==> src/design/mcic_pkg.sv <==
package mcic_pkg;

	// default grid limits and variable set count
	localparam int MAX_I_DEF    = 64;
	localparam int MAX_J_DEF    = 64;
	localparam int MAX_K_DEF    = 16;
	localparam int VAR_SETS_DEF = 8;

	// front to back queue depth
	localparam int QUEUE_DEPTH = 2;

	// opcodes
	localparam logic [1:0] OP_RESTART = 2'd0;
	localparam logic [1:0] OP_LOAD    = 2'd1;
	localparam logic [1:0] OP_LOOKUP  = 2'd2;

	// config register indexes
	localparam logic [2:0] REG_DIM_I  = 3'd0;
	localparam logic [2:0] REG_DIM_J  = 3'd1;
	localparam logic [2:0] REG_DIM_K  = 3'd2;
	localparam logic [2:0] REG_ACTIVE = 3'd3;
	localparam logic [2:0] REG_GHOST  = 3'd4;

	localparam logic signed [19:0] NONE_INDEX = -20'sd1;

	typedef struct packed {
		logic [1:0]        opcode;
		logic [3:0]        cell_status;
		logic signed [7:0] pos_i;
		logic signed [7:0] pos_j;
		logic signed [7:0] pos_k;
		logic [2:0]        var_set;
	} mcic_in_t;

	typedef struct packed {
		logic signed [19:0] cell_index;
		logic [16:0]        kept_count;
		logic               rejected;
	} mcic_out_t;

	typedef enum logic [1:0] {
		CMD_PLAIN,
		CMD_WRITE,
		CMD_READ
	} mcic_cmd_kind_t;

	typedef struct packed {
		mcic_cmd_kind_t kind;
		logic [19:0]    offset;
		mcic_out_t      res;
	} mcic_cmd_t;

	typedef enum logic {
		FR_IDLE,
		FR_LOOKUP
	} mcic_fr_state_t;

	typedef enum logic {
		BK_IDLE,
		BK_READ
	} mcic_bk_state_t;

endpackage

==> src/design/mcic_queue.sv <==
module mcic_queue #(
	parameter int W     = 8,
	parameter int DEPTH = mcic_pkg::QUEUE_DEPTH
) (
	input  logic         clk,
	input  logic         arst_n,
	input  logic         push,
	output logic         full,
	input  logic [W-1:0] din,
	input  logic         pop,
	output logic         empty,
	output logic [W-1:0] dout
);

	localparam int PW = (DEPTH > 1) ? $clog2(DEPTH) : 1;

	logic [W-1:0]  mem_q [DEPTH];
	logic [PW-1:0] wr_q;
	logic [PW-1:0] rd_q;
	logic [PW:0]   cnt_q;
	logic          do_push;
	logic          do_pop;

	assign full    = (cnt_q == (PW+1)'(DEPTH));
	assign empty   = (cnt_q == '0);
	assign dout    = mem_q[rd_q];
	assign do_push = push && !full;
	assign do_pop  = pop && !empty;

	always_ff @(posedge clk or negedge arst_n) begin
		if (!arst_n) begin
			wr_q  <= '0;
			rd_q  <= '0;
			cnt_q <= '0;
		end else begin
			if (do_push) begin
				wr_q <= (wr_q == PW'(DEPTH - 1)) ? '0 : wr_q + 1'b1;
			end
			if (do_pop) begin
				rd_q <= (rd_q == PW'(DEPTH - 1)) ? '0 : rd_q + 1'b1;
			end
			if (do_push && !do_pop) begin
				cnt_q <= cnt_q + 1'b1;
			end else if (do_pop && !do_push) begin
				cnt_q <= cnt_q - 1'b1;
			end
		end
	end

	always_ff @(posedge clk) begin
		if (do_push) begin
			mem_q[wr_q] <= din;
		end
	end

endmodule

==> config.mk <==
export PLATFORM = sky130hd
export DESIGN_NAME = mcic_queue
export DESIGN_NICKNAME = d
export VERILOG_FILES = /design/src/design/mcic_pkg.sv /design/src/design/mcic_queue.sv
export SDC_FILE = /design/constraint.sdc
export NUM_CORES = 1
export LEC_CHECK = 0
export BUFFER_PORTS_ARGS = -buffer_cell sky130_fd_sc_hd__buf_2
export CAP_MARGIN = 20
export CORE_UTILIZATION = 47
export DETAILED_ROUTE_END_ITERATION = 8
export PLACE_DENSITY = 0.73
export SKIP_LAST_GASP = 1
export SYNTH_ARGS = -nofsm -noshare
export SYNTH_HDL_FRONTEND = slang
export SYNTH_SLANG_ARGS = --single-unit
==> constraint.sdc <==
create_clock -name clk -period 1.65 [get_ports clk]
set_clock_uncertainty 0.1 [all_clocks]
set_input_delay 0.2475 -clock clk [delete_from_list [all_inputs] [get_ports clk]]
set_output_delay 0.2475 -clock clk [all_outputs]
set_load 0.1 [all_outputs]
==> impl_results.md <==
- Yosys warnings: 0
- Antenna Cells: 0
- RR Startpoint: cnt_q[0]
- Worst setup path startpoint: rd_q
- Max-cap violations: 0
- Chip height: around 43 um
- Drt first pass iters: 4
- # port buffers: 21
- Yosys reg bits: 20
- Failing checks: negative setup slack
- Layout area overhead: 53.4%
- Clock transition at path regs: 0.12 ns
- Slew headroom: 74.2%
- H-tree depth: 1
- CP Launch Type: flop
- CTS root buffer: clkbuf_4
- Post-synth top area share: roughly three fifths
- Hold Vio Cnt, Final: 0
- RSZ-0062 raised after global routing: true
- Top-level I/O count: 22
- Clock insertion delay at the later pin of the skew report: 0.30 ns
- Fmax: 584 MHz
- Cell family with most CP delay: flip-flops
- Core area: roughly 1500 sq um
- CP Data Required Time: 1.30 ns
- Setup ws final: -0.0623 ns
- CTS Buf Count: 3
- Grt peak-use layer: met2
- Fin. max-slew vios: 0
- Clock Sink Count: 20
- Synthesized cell area: approximately 780 sq um
- Synthesized net count: 57
- Final #Nets: 91
- Initial antenna violation count: 0
- Crit path max fanout: 4
- CP max stage delay: 0.44 ns
- Met1 usage: approximately a fifth
- DRT iter0 DRCs: 3
- Final Cell Area: ~1200 sq um
- Final setup fails: 8
- Filler instances: 93
- Die X-Extent: 42.8 um
- Post-DR vias/cell: about 4.9
- Vias: between 400 and 500
- Final period util: 104%
- WP buf/inv: 2
- Arrival @ worst endpoint: 1.36 ns
- Die area: roughly 1800 sq um
- WL per Instance: about 14 um
- Syn avg cell area: ~18 sq um
- Routed Antenna Nets: 0
- Sequential fraction of the synthesis area: 74.2%
- CP max-delay cell: dfrtp_2
- Critical path endpoint category: primary output
- Synth area leaders: edfxtp_1, dfrtp_1, mux2_1
- Share of cells above drive strength 1: a little under three fifths
- Met3 Track Usage GR: under 10%
- CTS tree: built
- Total GRT Usage: about 17%
- Tightest Pin Transition: a little under 0.4 ns
- Pin count of the biggest net entering global routing: 13
- Met2 Use GR: roughly 29%
- Clock Path Buffers: 2
- Outcome: finished, violations left
- Vias in the first global route: approximately 490
- Placed inst area: between 900 and 1000 sq um
- Cells after synthesis: 44
- GPL Wtd Cong: 0.603
- # rows: 14
- Critical Path, Cell by Cell: buf_6 > mux2_4 > buf_12
- Synth area leader: edfxtp_1
- Crit Path Class: flop to primary output
- Initial cell density of the core: between 50 and 60%
- Total wire length: around 1.3 mm
- DRC viols: 0
- Grt ovf: 0
- Unique cell type count in the Yosys netlist: 15
- First-pass GRT wire length: approximately 2.2 mm
- Min-Delay Path Class: input port to flop
- Final min period: between 1.5 and 2 ns
- Hold Startpoint: din[3]
-- state kept, by name, indices dropped and copies added (netlist names) --
signal	cells
cnt_q	2
rd_q	1
mem_q	16
wr_q	1
-- cell families (layout without fill, tap and decap cells) --
family          after synthesis  after routing  synth area share [%]
mux                           8              8                  11.5
fa+ha+maj                     1              1                  1.60
compound gates                1              1                 0.639
buf+inv                       3             36                  1.60
xor+xnor                      5              5                  6.56
simple gates                  6              6                  3.84
flops                        20             20                  74.2
-- layout make-up --
type | instances | area [sq um] | area share [%]
clock buffer | 3 | 22.5 | 1.88
clock inverter | 1 | 30.0 | 2.50
inverter | 2 | 7.51 | 0.626
multi-input combinational | 21 | 221 | 18.5
sequential | 20 | 582 | 48.5
tap | 16 | 20.0 | 1.67
timing repair buffer | 30 | 317 | 26.4
-- layer usage --
layer / share of wire (%) / wire, um / vias up
met1: 44 / 588 / 211
met3: 4.3 / 57 / 2
met4: 0.75 / 10 / 0
met2: 51 / 680 / 16
li1: - / - / 225
met5: 0 / 0 / -
-- repair_timing --
action / CTS / global route
resized for setup: 36 / 12
hold buffers: 1 / 2
endpoints found under the hold margin: 4 / 3
buffers inserted: 4 / 0
endpoints found under the setup margin: 8 / 10
-- cell usage after synthesis --
master / n
mux2_1: 6
nand2_2: 1
o21ai_1: 1
edfxtp_1: 16
xnor2_1: 2
inv_1: 2
nor2_1: 3
xor2_1: 2
nand2b_1: 1
ha_1: 1
mux2_2: 2
xnor2_2: 1
buf_2: 1
dfrtp_1: 4
and3_1: 1
-- cells in the final DEF, fill, tap and decap left out, types with 2 or more instances in the layout --
cell / count
buf_12: 8
buf_2: 11
buf_4: 4
buf_6: 3
clkbuf_4: 4
dfrtp_1: 3
dlygate4sd3_1: 3
edfxtp_1: 16
inv_1: 2
mux2_2: 2
mux2_4: 6
nor2_1: 2
xnor2_1: 2
xor2_1: 2
-- path summary, 6_finish.rpt --
kind                                     to  slack, ns  cells past startpoint
max in group asynchronous              rd_q       1.13                      2
worst min register to register         wr_q       0.43                      1
worst max-delay path                dout[1]      -0.06                      3
worst min-delay path            mem_q[1][3]       0.03                      1
min in group asynchronous          cnt_q[1]       0.19                      2
worst max register to register     cnt_q[1]       0.13                      7
-- metrics by stage --
step	setup TNS (ns)	setup WS, ns	utilization [%]	cells	hold slack [ns]
6_report	-0.440	-0.0623	78.7	93	0.0277
5_1_grt	-0.951	-0.125	78.7	93	0.00424
3_5_place_dp	0	0.0664	61.3	82	-0.0377
3_3_place_gp	0	0.0806	61.3	82	-0.0392
2_1_floorplan	0	0.0120	-	44	-0.148
4_1_cts	-0.444	-0.0651	74.2	91	0.0159
Power is left out: the tool's default activity adds up to more than one toggle a clock period on the data nets, which glitch-free logic cannot reach.
