==> config.mk <==
export PLATFORM = sky130hd
export DESIGN_NAME = mcic_front
export DESIGN_NICKNAME = d
export VERILOG_FILES = /design/src/design/mcic_pkg.sv /design/src/design/mcic_front.sv
export SDC_FILE = /design/constraint.sdc
export NUM_CORES = 1
export LEC_CHECK = 0
export BUFFER_PORTS_ARGS = -buffer_cell sky130_fd_sc_hd__buf_4
export CAP_MARGIN = 10
export CORE_UTILIZATION = 39
export CTS_CLUSTER_DIAMETER = 30
export CTS_CLUSTER_SIZE = 16
export DETAILED_ROUTE_END_ITERATION = 10
export HOLD_SLACK_MARGIN = 0.12
export PLACE_DENSITY = 0.66
export SLEW_MARGIN = 20
export SYNTH_ARGS = -nofsm -noshare
export SYNTH_HDL_FRONTEND = slang
export SYNTH_SLANG_ARGS = --single-unit
export TNS_END_PERCENT = 1
==> constraint.sdc <==
create_clock -name clk -period 8.7 [get_ports clk]
set_input_delay 1.74 -clock clk [delete_from_list [all_inputs] [get_ports clk]]
set_output_delay 1.74 -clock clk [all_outputs]
set_load 0.05 [all_outputs]
==> src/design/mcic_pkg.sv <==
package mcic_pkg;

	// default grid limits and variable set count
	localparam int MAX_I_DEF    = 64;
	localparam int MAX_J_DEF    = 64;
	localparam int MAX_K_DEF    = 16;
	localparam int VAR_SETS_DEF = 8;

	// front to back queue depth
	localparam int QUEUE_DEPTH = 2;

	// opcodes
	localparam logic [1:0] OP_RESTART = 2'd0;
	localparam logic [1:0] OP_LOAD    = 2'd1;
	localparam logic [1:0] OP_LOOKUP  = 2'd2;

	// config register indexes
	localparam logic [2:0] REG_DIM_I  = 3'd0;
	localparam logic [2:0] REG_DIM_J  = 3'd1;
	localparam logic [2:0] REG_DIM_K  = 3'd2;
	localparam logic [2:0] REG_ACTIVE = 3'd3;
	localparam logic [2:0] REG_GHOST  = 3'd4;

	localparam logic signed [19:0] NONE_INDEX = -20'sd1;

	typedef struct packed {
		logic [1:0]        opcode;
		logic [3:0]        cell_status;
		logic signed [7:0] pos_i;
		logic signed [7:0] pos_j;
		logic signed [7:0] pos_k;
		logic [2:0]        var_set;
	} mcic_in_t;

	typedef struct packed {
		logic signed [19:0] cell_index;
		logic [16:0]        kept_count;
		logic               rejected;
	} mcic_out_t;

	typedef enum logic [1:0] {
		CMD_PLAIN,
		CMD_WRITE,
		CMD_READ
	} mcic_cmd_kind_t;

	typedef struct packed {
		mcic_cmd_kind_t kind;
		logic [19:0]    offset;
		mcic_out_t      res;
	} mcic_cmd_t;

	typedef enum logic {
		FR_IDLE,
		FR_LOOKUP
	} mcic_fr_state_t;

	typedef enum logic {
		BK_IDLE,
		BK_READ
	} mcic_bk_state_t;

endpackage

==> src/design/mcic_front.sv <==
module mcic_front #(
	parameter int MAX_I    = mcic_pkg::MAX_I_DEF,
	parameter int MAX_J    = mcic_pkg::MAX_J_DEF,
	parameter int MAX_K    = mcic_pkg::MAX_K_DEF,
	parameter int VAR_SETS = mcic_pkg::VAR_SETS_DEF,
	localparam int DEPTH   = MAX_I * MAX_J * MAX_K,
	localparam int AW      = (DEPTH > 1) ? $clog2(DEPTH) : 1
) (
	input  logic                clk,
	input  logic                arst_n,
	input  logic                push,
	output logic                full,
	input  mcic_pkg::mcic_in_t  item,
	input  logic                cfg_valid,
	output logic                cfg_ready,
	input  logic [2:0]          cfg_index,
	input  logic [6:0]          cfg_data,
	input  logic                q_full,
	output logic                q_push,
	output mcic_pkg::mcic_cmd_t q_cmd,
	output logic [AW-1:0]       q_addr,
	output logic [AW:0]         q_wdata
);

	localparam int CW   = AW + 1;
	localparam int NI_W = $clog2(MAX_I + 1);
	localparam int NJ_W = $clog2(MAX_J + 1);
	localparam int NK_W = $clog2(MAX_K + 1);
	localparam int IJ_W = $clog2(MAX_I * MAX_J + 1);
	localparam int KXW  = (CW > 20) ? CW : 20;

	mcic_pkg::mcic_fr_state_t state_q, state_d;

	logic [6:0]      dim_i_q;
	logic [6:0]      dim_j_q;
	logic [4:0]      dim_k_q;
	logic [3:0]      active_q;
	logic [3:0]      ghost_q;
	logic [1:0]      settle_q;
	logic [IJ_W-1:0] ij_q;
	logic [CW-1:0]   size_q;
	logic [CW-1:0]   pos_q;
	logic [CW-1:0]   kept_q;

	logic            hit_s1;
	logic [6:0]      pi_s1;
	logic [AW-1:0]   t_s1;
	logic [2:0]      vs_s1;

	logic [NI_W-1:0] ni;
	logic [NJ_W-1:0] nj;
	logic [NK_W-1:0] nk;
	logic            acc;
	logic            cfg_wr;
	logic            keep;
	logic            over;
	logic            hit;
	logic [CW-1:0]   kept_inc;
	logic [KXW-1:0]  kept_ext;
	logic [KXW-1:0]  inc_ext;
	logic [AW-1:0]   lk_addr;
	logic [19:0]     lk_offset;

	assign cfg_ready = 1'b1;
	assign cfg_wr    = cfg_valid;

	// dimensions above the build limit act as the limit
	assign ni = (32'(dim_i_q) > MAX_I) ? NI_W'(MAX_I) : NI_W'(dim_i_q);
	assign nj = (32'(dim_j_q) > MAX_J) ? NJ_W'(MAX_J) : NJ_W'(dim_j_q);
	assign nk = (32'(dim_k_q) > MAX_K) ? NK_W'(MAX_K) : NK_W'(dim_k_q);

	assign acc      = push && !full;
	assign keep     = (item.cell_status == active_q) || (item.cell_status == ghost_q);
	assign over     = (pos_q >= size_q);
	assign kept_inc = kept_q + CW'(keep);
	assign kept_ext = KXW'(kept_q);
	assign inc_ext  = KXW'(kept_inc);

	assign hit = !item.pos_i[7] && (32'(item.pos_i[6:0]) < 32'(ni)) &&
	             !item.pos_j[7] && (32'(item.pos_j[6:0]) < 32'(nj)) &&
	             !item.pos_k[7] && (32'(item.pos_k[6:0]) < 32'(nk)) &&
	             (32'(item.var_set) < VAR_SETS);

	// second half of the address and the set offset
	assign lk_addr   = AW'(32'(pi_s1) + 32'(ni) * 32'(t_s1));
	assign lk_offset = 20'(32'(vs_s1) * 32'(kept_q));

	always_comb begin
		state_d = state_q;
		unique case (state_q)
			mcic_pkg::FR_IDLE: begin
				if (acc && item.opcode == mcic_pkg::OP_LOOKUP) begin
					state_d = mcic_pkg::FR_LOOKUP;
				end
			end
			mcic_pkg::FR_LOOKUP: begin
				if (!q_full) begin
					state_d = mcic_pkg::FR_IDLE;
				end
			end
			default: state_d = mcic_pkg::FR_IDLE;
		endcase
	end

	always_comb begin
		full                   = (state_q != mcic_pkg::FR_IDLE) || (settle_q != '0) || q_full;
		q_push                 = 1'b0;
		q_cmd                  = '0;
		q_cmd.kind             = mcic_pkg::CMD_PLAIN;
		q_cmd.res.cell_index   = mcic_pkg::NONE_INDEX;
		q_cmd.res.kept_count   = kept_ext[16:0];
		q_addr                 = pos_q[AW-1:0];
		q_wdata                = {keep, kept_q[AW-1:0]};
		unique case (state_q)
			mcic_pkg::FR_IDLE: begin
				if (acc) begin
					unique case (item.opcode)
						mcic_pkg::OP_RESTART: begin
							q_push               = 1'b1;
							q_cmd.res.kept_count = '0;
						end
						mcic_pkg::OP_LOAD: begin
							q_push = 1'b1;
							if (over) begin
								q_cmd.res.rejected = 1'b1;
							end else begin
								q_cmd.kind           = mcic_pkg::CMD_WRITE;
								q_cmd.res.kept_count = inc_ext[16:0];
								if (keep) begin
									q_cmd.res.cell_index = kept_ext[19:0];
								end
							end
						end
						mcic_pkg::OP_LOOKUP: begin
							q_push = 1'b0;
						end
						default: begin
							q_push = 1'b1;
						end
					endcase
				end
			end
			mcic_pkg::FR_LOOKUP: begin
				q_push       = !q_full;
				q_cmd.kind   = hit_s1 ? mcic_pkg::CMD_READ : mcic_pkg::CMD_PLAIN;
				q_cmd.offset = lk_offset;
				q_addr       = lk_addr;
			end
			default: begin
				q_push = 1'b0;
			end
		endcase
	end

	always_ff @(posedge clk or negedge arst_n) begin
		if (!arst_n) begin
			state_q  <= mcic_pkg::FR_IDLE;
			dim_i_q  <= 7'd64;
			dim_j_q  <= 7'd64;
			dim_k_q  <= 5'd16;
			active_q <= 4'd0;
			ghost_q  <= 4'd1;
			settle_q <= 2'd2;
			pos_q    <= '0;
			kept_q   <= '0;
		end else begin
			state_q <= state_d;
			if (cfg_wr) begin
				settle_q <= 2'd2;
				unique case (cfg_index)
					mcic_pkg::REG_DIM_I:  dim_i_q  <= cfg_data;
					mcic_pkg::REG_DIM_J:  dim_j_q  <= cfg_data;
					mcic_pkg::REG_DIM_K:  dim_k_q  <= cfg_data[4:0];
					mcic_pkg::REG_ACTIVE: active_q <= cfg_data[3:0];
					mcic_pkg::REG_GHOST:  ghost_q  <= cfg_data[3:0];
					default: ;
				endcase
			end else if (settle_q != '0) begin
				settle_q <= settle_q - 1'b1;
			end
			if (acc && item.opcode == mcic_pkg::OP_RESTART) begin
				pos_q  <= '0;
				kept_q <= '0;
			end else if (acc && item.opcode == mcic_pkg::OP_LOAD && !over) begin
				pos_q  <= pos_q + 1'b1;
				kept_q <= kept_inc;
			end
		end
	end

	// grid size, two products in series
	always_ff @(posedge clk) begin
		ij_q   <= IJ_W'(ni) * IJ_W'(nj);
		size_q <= CW'(ij_q) * CW'(nk);
	end

	always_ff @(posedge clk) begin
		if (acc && item.opcode == mcic_pkg::OP_LOOKUP) begin
			hit_s1 <= hit;
			pi_s1  <= item.pos_i[6:0];
			t_s1   <= AW'(32'(item.pos_j[6:0]) + 32'(nj) * 32'(item.pos_k[6:0]));
			vs_s1  <= item.var_set;
		end
	end

endmodule

==> flow_summary.rst, run 1 <==
.. list-table::
   :header-rows: 1

   * - Metric
     - Value
   * - Result of the run
     - completed
   * - Starting density of the core
     - 39.7%
   * - Vias
     - 12100
   * - Number of levels the H-tree was split into
     - 4
   * - Async set or reset register ratio after synthesis
     - 53.3%
   * - Yosys top cell area share
     - 20.9%
   * - Number of enable flip-flop cells after synthesis
     - 26
   * - Kind of critical path
     - flip-flop to primary output
   * - Critical path launch point type
     - flip-flop
   * - Number of buffers inserted for hold repair after clock tree synthesis
     - 0
   * - Max-Slew Margin vs Limit
     - 31.6%
   * - Setup tns final
     - 0 ns
   * - Post-Place Cells
     - 2322
   * - Chip height
     - 200 µm
   * - Minimum clock period after layout
     - 7.80 ns
   * - Synth unique cells
     - 67
   * - Area after DPL
     - 0.0168 mm²
   * - Final Wtd Congestion
     - 0.897
   * - Part of the power in the clock network
     - 16.8%
   * - Switching share of power
     - 44.7%
   * - Top Family by Delay on Critical Path
     - adder cells
   * - Avg Cell Area, Syn
     - 8.92 µm²
   * - Unrepaired setup endpoints after global routing
     - false
   * - Min-Delay Path Class
     - flip-flop to flip-flop
   * - Flop and latch count out of synthesis
     - 120
   * - Clock Sink Count
     - 120
   * - Placeable core region
     - 0.0387 mm²
   * - Area of the die
     - 0.0402 mm²
   * - CTS tree
     - built
   * - Count of fill cells added during filler insertion
     - 3741
   * - Source-to-sink clock delay at the later pin of the worst-skew pair
     - 0.43 ns
   * - Clock Skew
     - 0.0148 ns
   * - Setup ws final
     - 0.902 ns
   * - Cell taking the most area after synthesis
     - fa_1
   * - Combinational share of power
     - 63.0%
   * - Post-placement worst setup slack
     - 1.21 ns
   * - Yosys warning total
     - 0
   * - Remaining global-route overflow
     - 0
   * - Count of inserted antenna diode cells
     - 0
   * - Syn nets
     - 2113
   * - Fin crit share
     - 89.6%
   * - Worst Hold Slack
     - 0.499 ns
   * - PwrDens
     - 230 mW/mm²
   * - Number of hold violations in the final report
     - 0
   * - Post-CTS resize count
     - 0
   * - Antenna violations before repair
     - 0
   * - Maximum number of pins on one net before global-route repair
     - 65
   * - Violation count after the first detailed-route iteration
     - 679
   * - Psw
     - 1.79 mW
   * - Total GRT Usage
     - 19.8%
   * - Fraction of layout instances using a drive strength above 1
     - 12.5%
   * - Core utilization of the finished layout
     - 44.9%
   * - Number of nets in the layout
     - 2214
   * - Cell with the largest stage delay on the worst path
     - nor2b_1
   * - Total CTS buffers
     - 17
   * - Final number of setup-violating endpoints
     - 0
   * - Worst-case clock buffer depth
     - 2
   * - Worst-path cell chain
     - nor2b_1 > nand2_1 > fa_1 > fa_1 > inv_1 > fa_1 > inv_1 > fa_1 > inv_1 > ha_1 > o21ai_0 > nand2_1 > a31oi_1 > o21bai_1 > a21oi_1 > a21oi_1 > xnor2_1 > a21oi_1 > buf_4
   * - Fraction of the yosys area taken by sequential cells
     - 19.5%
   * - Area Growth Syn to Fin
     - 13.1%
   * - Post-Syn Instances
     - 1722
   * - Post-detailed-route DRC marker count
     - 0
   * - Global-route wire length before repair
     - 64100 µm
   * - Top achievable clock speed
     - 0.128 GHz
   * - Leading register cell type out of synthesis
     - dfrtp_1
   * - Clock-pin slew on the worst setup and hold paths
     - 0.06 ns
   * - Overall power after layout
     - 4.00 mW
   * - Cell Area, Synth
     - 0.0154 mm²
   * - Flop pwr share
     - 20.2%
   * - Input/output buffers
     - 142
   * - Critical Path Most Common Cell
     - fa_1
   * - Vias in the first global route
     - 12500
   * - Half-perimeter wire length of the detailed placement result
     - 30800 µm
   * - Maximum vdd drop
     - 0.000146 V
   * - Non-Filler Cell Area, Final
     - 0.0174 mm²
   * - Static leakage
     - 8.83 nW
   * - CTS Root Buffer Type
     - clkbuf_16
   * - Max-slew violations
     - 0
   * - Total number of placement rows
     - 72
   * - Internal power consumption
     - 2.21 mW
   * - Die outline width
     - 200 µm
   * - Routed length per placed instance
     - 16.2 µm
   * - Data required time at the worst endpoint
     - 6.96 ns
   * - Delay of the slowest critical-path stage
     - 0.74 ns
   * - Setup Fix Bufs, Post-CTS
     - 0
   * - Io pins
     - 144
   * - Worst Path Max Fanout
     - 23
   * - CP Buf/Inv Count
     - 4
   * - Synth area leaders
     - fa_1 (21%), ha_1 (15%), dfrtp_1 (9.6%), inv_1 (6.3%), and2_1 (6.1%)
   * - Slew at the pin with the worst max-slew slack
     - 1.02 ns
   * - Max-Cap Viols
     - 0
   * - Detailed Routing Iterations Pass 1
     - 5
   * - Endpoint type of the worst setup path
     - primary output
   * - CP Data Arrival Time
     - 6.06 ns
   * - Final antenna-violating net count
     - 0
   * - Via-per-instance ratio
     - 5.15
   * - Filler-free cell count of the finished design
     - 2354
   * - Total wire length
     - 38000 µm
-- layer usage --
layer	track usage (%)	vias up	wire length [µm]	share of wire [%]
li1	-	5778	-	-
met1	25.3	5938	16900	44
met2	34.2	372	18200	48
met3	3.60	43	2160	5.7
met4	5.83	0	775	2.0
met5	0	-	0	0
-- layout make-up --
type	instances	area (µm²)	area share, %
Inverter	259	972	5.60
Timing Repair Buffer	154	1160	6.65
Tap cell	518	648	3.73
Sequential cell	120	2990	17.2
Multi-Input combinational cell	1271	11100	63.6
Clock inverter	2	36.3	0.209
Clock buffer	30	514	2.96
-- state kept, by name, summed over array words and instances (netlist names) --
name,flops
kept_q,17
pos_q,17
size_q,17
t_s1,15
ij_q,13
dim_i_q,7
dim_j_q,7
pi_s1,7
dim_k_q,5
active_q,4
ghost_q,4
vs_s1,3
settle_q,2
hit_s1,1
state_q,1
-- power by group through the flow --
stage | logic (mW) | registers [mW] | clock network [mW]
2_1_floorplan | 1.97 | 0.771 | 0
3_3_place_gp | 2.44 | 0.814 | 0
3_5_place_dp | 2.52 | 0.816 | 0
4_1_cts | 2.55 | 0.806 | 0.686
5_1_grt | 2.90 | 0.824 | 0.706
6_report | 2.52 | 0.806 | 0.673
-- path summary, 6_finish.rpt --
| check | startpoint | to | slack [ns] | depth (start not counted) |
|---|---|---|---|---|
| hold / removal | dim_k_q[2] | dim_k_q[2] | 0.50 | 1 |
| setup reg to reg | dim_j_q[6] | t_s1[14] | 2.76 | 16 |
| min in group asynchronous | arst_n | kept_q[11] | 1.42 | 1 |
| hold reg to reg | dim_k_q[2] | dim_k_q[2] | 0.50 | 1 |
| max in group asynchronous | arst_n | active_q[1] | 6.65 | 1 |
| setup / recovery | dim_i_q[6] | q_addr[15] | 0.90 | 19 |
-- cells in the mapped netlist (all sizes together), types with 30 or more instances --
cell,count
fa,160
and2,150
xnor2,59
clkbuf,44
a21oi,63
nor2,87
o21ai,71
a21o,30
dfxtp,30
inv,259
nand2,192
dfrtp,59
mux2,34
ha,183
-- cells in the final DEF (no fill, tap or decap), drive strengths merged, types with 30 or more instances in the layout --
cell type,Yosys,layout
o21ai,71,71
fa,160,160
dfrtp,59,59
and2,150,150
mux2,34,34
buf,28,154
a21oi,63,63
xnor2,59,59
nand2,192,192
inv,259,260
ha,183,183
nor2,87,87
clkbuf,44,30
a21o,30,30
dfxtp,30,30
-- cells by family (layout without fill, tap and decap cells) --
group | count (synthesis) | in the layout | share of synthesized area (%)
simple gates | 565 | 565 | 18.7
fa+ha+maj | 343 | 343 | 35.8
buf+inv | 331 | 445 | 8.71
compound gates | 245 | 245 | 10.1
flops | 120 | 120 | 19.5
xor+xnor | 79 | 79 | 4.50
mux | 38 | 38 | 2.75
other cells | 1 | 1 | 0.0244
No activity file was read; power rests on OpenSTA's default activity.
==> run 2: changes to the inputs <==
--- a/config.mk
+++ b/config.mk
@@ -6,7 +6,6 @@
 export NUM_CORES = 1
 export LEC_CHECK = 0
 export BUFFER_PORTS_ARGS = -buffer_cell sky130_fd_sc_hd__buf_4
-export CAP_MARGIN = 10
 export CORE_UTILIZATION = 39
 export CTS_CLUSTER_DIAMETER = 30
 export CTS_CLUSTER_SIZE = 16
==> constraint.sdc (replaced) <==
create_clock -name clk -period 8.7 [get_ports clk]
set_input_delay 1.74 -clock clk [delete_from_list [all_inputs] [get_ports clk]]
set_output_delay 1.74 -clock clk [all_outputs]
set_load 0.1 [all_outputs]
==> flow_summary.rst, run 2 (synthesis results as in run 1) <==
.. list-table::
   :header-rows: 1

   * - Metric
     - Value
   * - Result of the run
     - completed
   * - CTS Root Buffer Type
     - clkbuf_16
   * - Critical path launch point type
     - flip-flop
   * - Total CTS buffers
     - 17
   * - Unrepaired setup endpoints after global routing
     - false
   * - Violation count after the first detailed-route iteration
     - 654
   * - Max-Slew Margin vs Limit
     - 29.3%
   * - Source-to-sink clock delay at the later pin of the worst-skew pair
     - 0.43 ns
   * - Final Wtd Congestion
     - 0.900
   * - Total number of placement rows
     - 72
   * - Vias in the first global route
     - 12500
   * - Part of the power in the clock network
     - 18.5%
   * - Min-Delay Path Class
     - flip-flop to flip-flop
   * - Data required time at the worst endpoint
     - 6.96 ns
   * - Slew at the pin with the worst max-slew slack
     - 1.06 ns
   * - Routed length per placed instance
     - 16.2 µm
   * - Max-Cap Viols
     - 0
   * - Max-slew violations
     - 0
   * - Number of buffers inserted for hold repair after clock tree synthesis
     - 0
   * - Post-CTS resize count
     - 0
   * - Sequential cell area
     - 0.00299 mm²
   * - Fraction of layout instances using a drive strength above 1
     - 12.9%
   * - Total wire length
     - 38200 µm
   * - Flop pwr share
     - 19.3%
   * - FF-to-FF Start
     - dim_j_q[6]
   * - Leading cell type in the layout, fill and taps excluded
     - inv_1
   * - Die outline width
     - 200 µm
   * - Antenna violations before repair
     - 0
   * - Area taken by multi-input logic gates
     - 0.0110 mm²
   * - Final antenna-violating net count
     - 0
   * - Number of hold violations in the final report
     - 0
   * - Io pins
     - 144
   * - FF-to-FF setup slack
     - 2.72 ns
   * - CTS tree
     - built
   * - Number of nets in the layout
     - 2214
   * - Commonest non-fill, non-tap cells in the layout
     - inv_1 (258), nand2_1 (191), ha_1 (183), fa_1 (160), buf_4 (154)
   * - Count of fill cells added during filler insertion
     - 3805
   * - Registers with the highest flip-flop counts
     - kept_q (17), pos_q (17), size_q (17)
   * - Clock Sink Count
     - 120
   * - Static leakage
     - 8.86 nW
   * - Total GRT Usage
     - 19.8%
   * - Count of inserted antenna diode cells
     - 0
   * - Clock Skew
     - 0.0125 ns
   * - Chip height
     - 200 µm
   * - Maximum number of pins on one net before global-route repair
     - 65
   * - Minimum clock period after layout
     - 7.80 ns
   * - Kind of critical path
     - flip-flop to primary output
   * - CP Data Arrival Time
     - 6.06 ns
   * - Number of levels the H-tree was split into
     - 4
   * - Placeable core region
     - 0.0387 mm²
   * - Fin crit share
     - 89.6%
   * - Combinational share of power
     - 62.2%
   * - Remaining global-route overflow
     - 0
   * - Maximum vdd drop
     - 0.000156 V
   * - Psw
     - 1.90 mW
   * - Setup tns final
     - 0 ns
   * - Vias
     - 12100
   * - Global-route wire length before repair
     - 64000 µm
   * - Starting density of the core
     - 39.7%
   * - Worst-case clock buffer depth
     - 2
   * - Worst Path Max Fanout
     - 23
   * - Post-detailed-route DRC marker count
     - 0
   * - Final number of setup-violating endpoints
     - 0
   * - Endpoint type of the worst setup path
     - primary output
   * - Switching share of power
     - 45.5%
   * - Setup Fix Bufs, Post-CTS
     - 0
   * - Half-perimeter wire length of the detailed placement result
     - 30900 µm
   * - Area Growth Syn to Fin
     - 13.6%
   * - Detailed Routing Iterations Pass 1
     - 7
   * - Launching instance or port of the critical path
     - dim_i_q[6]
   * - Core utilization of the finished layout
     - 45.0%
   * - PwrDens
     - 239 mW/mm²
   * - Hold path startpoint
     - dim_k_q[2]
   * - Top achievable clock speed
     - 0.128 GHz
   * - Area of the die
     - 0.0402 mm²
   * - Internal power consumption
     - 2.27 mW
   * - Via-per-instance ratio
     - 5.13
   * - Input/output buffers
     - 142
   * - Clock-pin slew on the worst setup and hold paths
     - 0.06 ns
## run 2: cell count changes in the layout (fill, tap and decap cells not counted), sizes merged
cell | previous run | this run
clkinv | 0 | 4
clkbuf | 30 | 18
inv | 260 | 262
bufinv | 1 | 4
clkinvlp | 0 | 3
## run 2: power by group through the flow
stage	combinational (mW)	sequential [mW]	clock (mW)
finish	2.60	0.807	0.772
global route	2.97	0.823	0.806
CTS	2.63	0.807	0.784
detailed placement	2.60	0.818	0
global placement	2.53	0.813	0
floorplan	2.05	0.771	0
## run 2: final cells by class
cell class | instances | area share (%)
Timing Repair Buffer | 154 | 6.63
Clock inverter | 14 | 1.12
Inverter | 259 | 5.57
Sequential cell | 120 | 17.1
Clock buffer | 18 | 2.52
Tap cell | 518 | 3.71
Multi-Input combinational cell | 1271 | 63.3
## run 2: path summary, 6_finish.rpt
| check | end | cells after the start |
|---|---|---|
| worst max-delay path | q_addr[15] | 19 |
| worst min-delay path | dim_k_q[2] | 1 |
| worst max register to register | t_s1[14] | 16 |
| worst min register to register | dim_k_q[2] | 1 |
| max in group asynchronous | active_q[3] | 1 |
| min in group asynchronous | kept_q[11] | 1 |
## run 2: metrics by stage
stage	hold WS [ns]	instance area, µm²	power (mW)	setup WS [ns]	std cells
finish	0.501	17400	4.17	0.901	2354
global route	0.519	17400	4.60	0.444	2354
CTS	0.504	17400	4.22	0.702	2354
detailed placement	0.488	16800	3.42	1.17	2322
global placement	0.481	16800	3.34	1.26	2322
floorplan	0.473	15400	2.82	0.184	1722
## run 2: routing by layer
layer / global-route usage [%] / vias to the layer above / wire length [µm]
met1: 24.9 / 5879 / 16800
met5: 0 / - / 0
met2: 34.1 / 374 / 18300
li1: - / 5777 / -
met4: 6.05 / 0 / 789
met3: 3.75 / 46 / 2280
## run 2: worst max-delay path, stage by stage (launching register included)
cell      delay [ns]
dfstp_2         0.49
nor2b_1         0.72
nand2_1         0.17
fa_1            0.52
fa_1            0.55
inv_1           0.05
fa_1            0.53
inv_1           0.05
fa_1            0.52
inv_1           0.04
ha_1            0.24
nor3_1          0.20
o21ai_0         0.11
a31oi_1         0.28
o21bai_1        0.10
a21oi_1         0.31
a21oi_1         0.13
xnor2_1         0.14
a21oi_1         0.16
buf_4           0.31
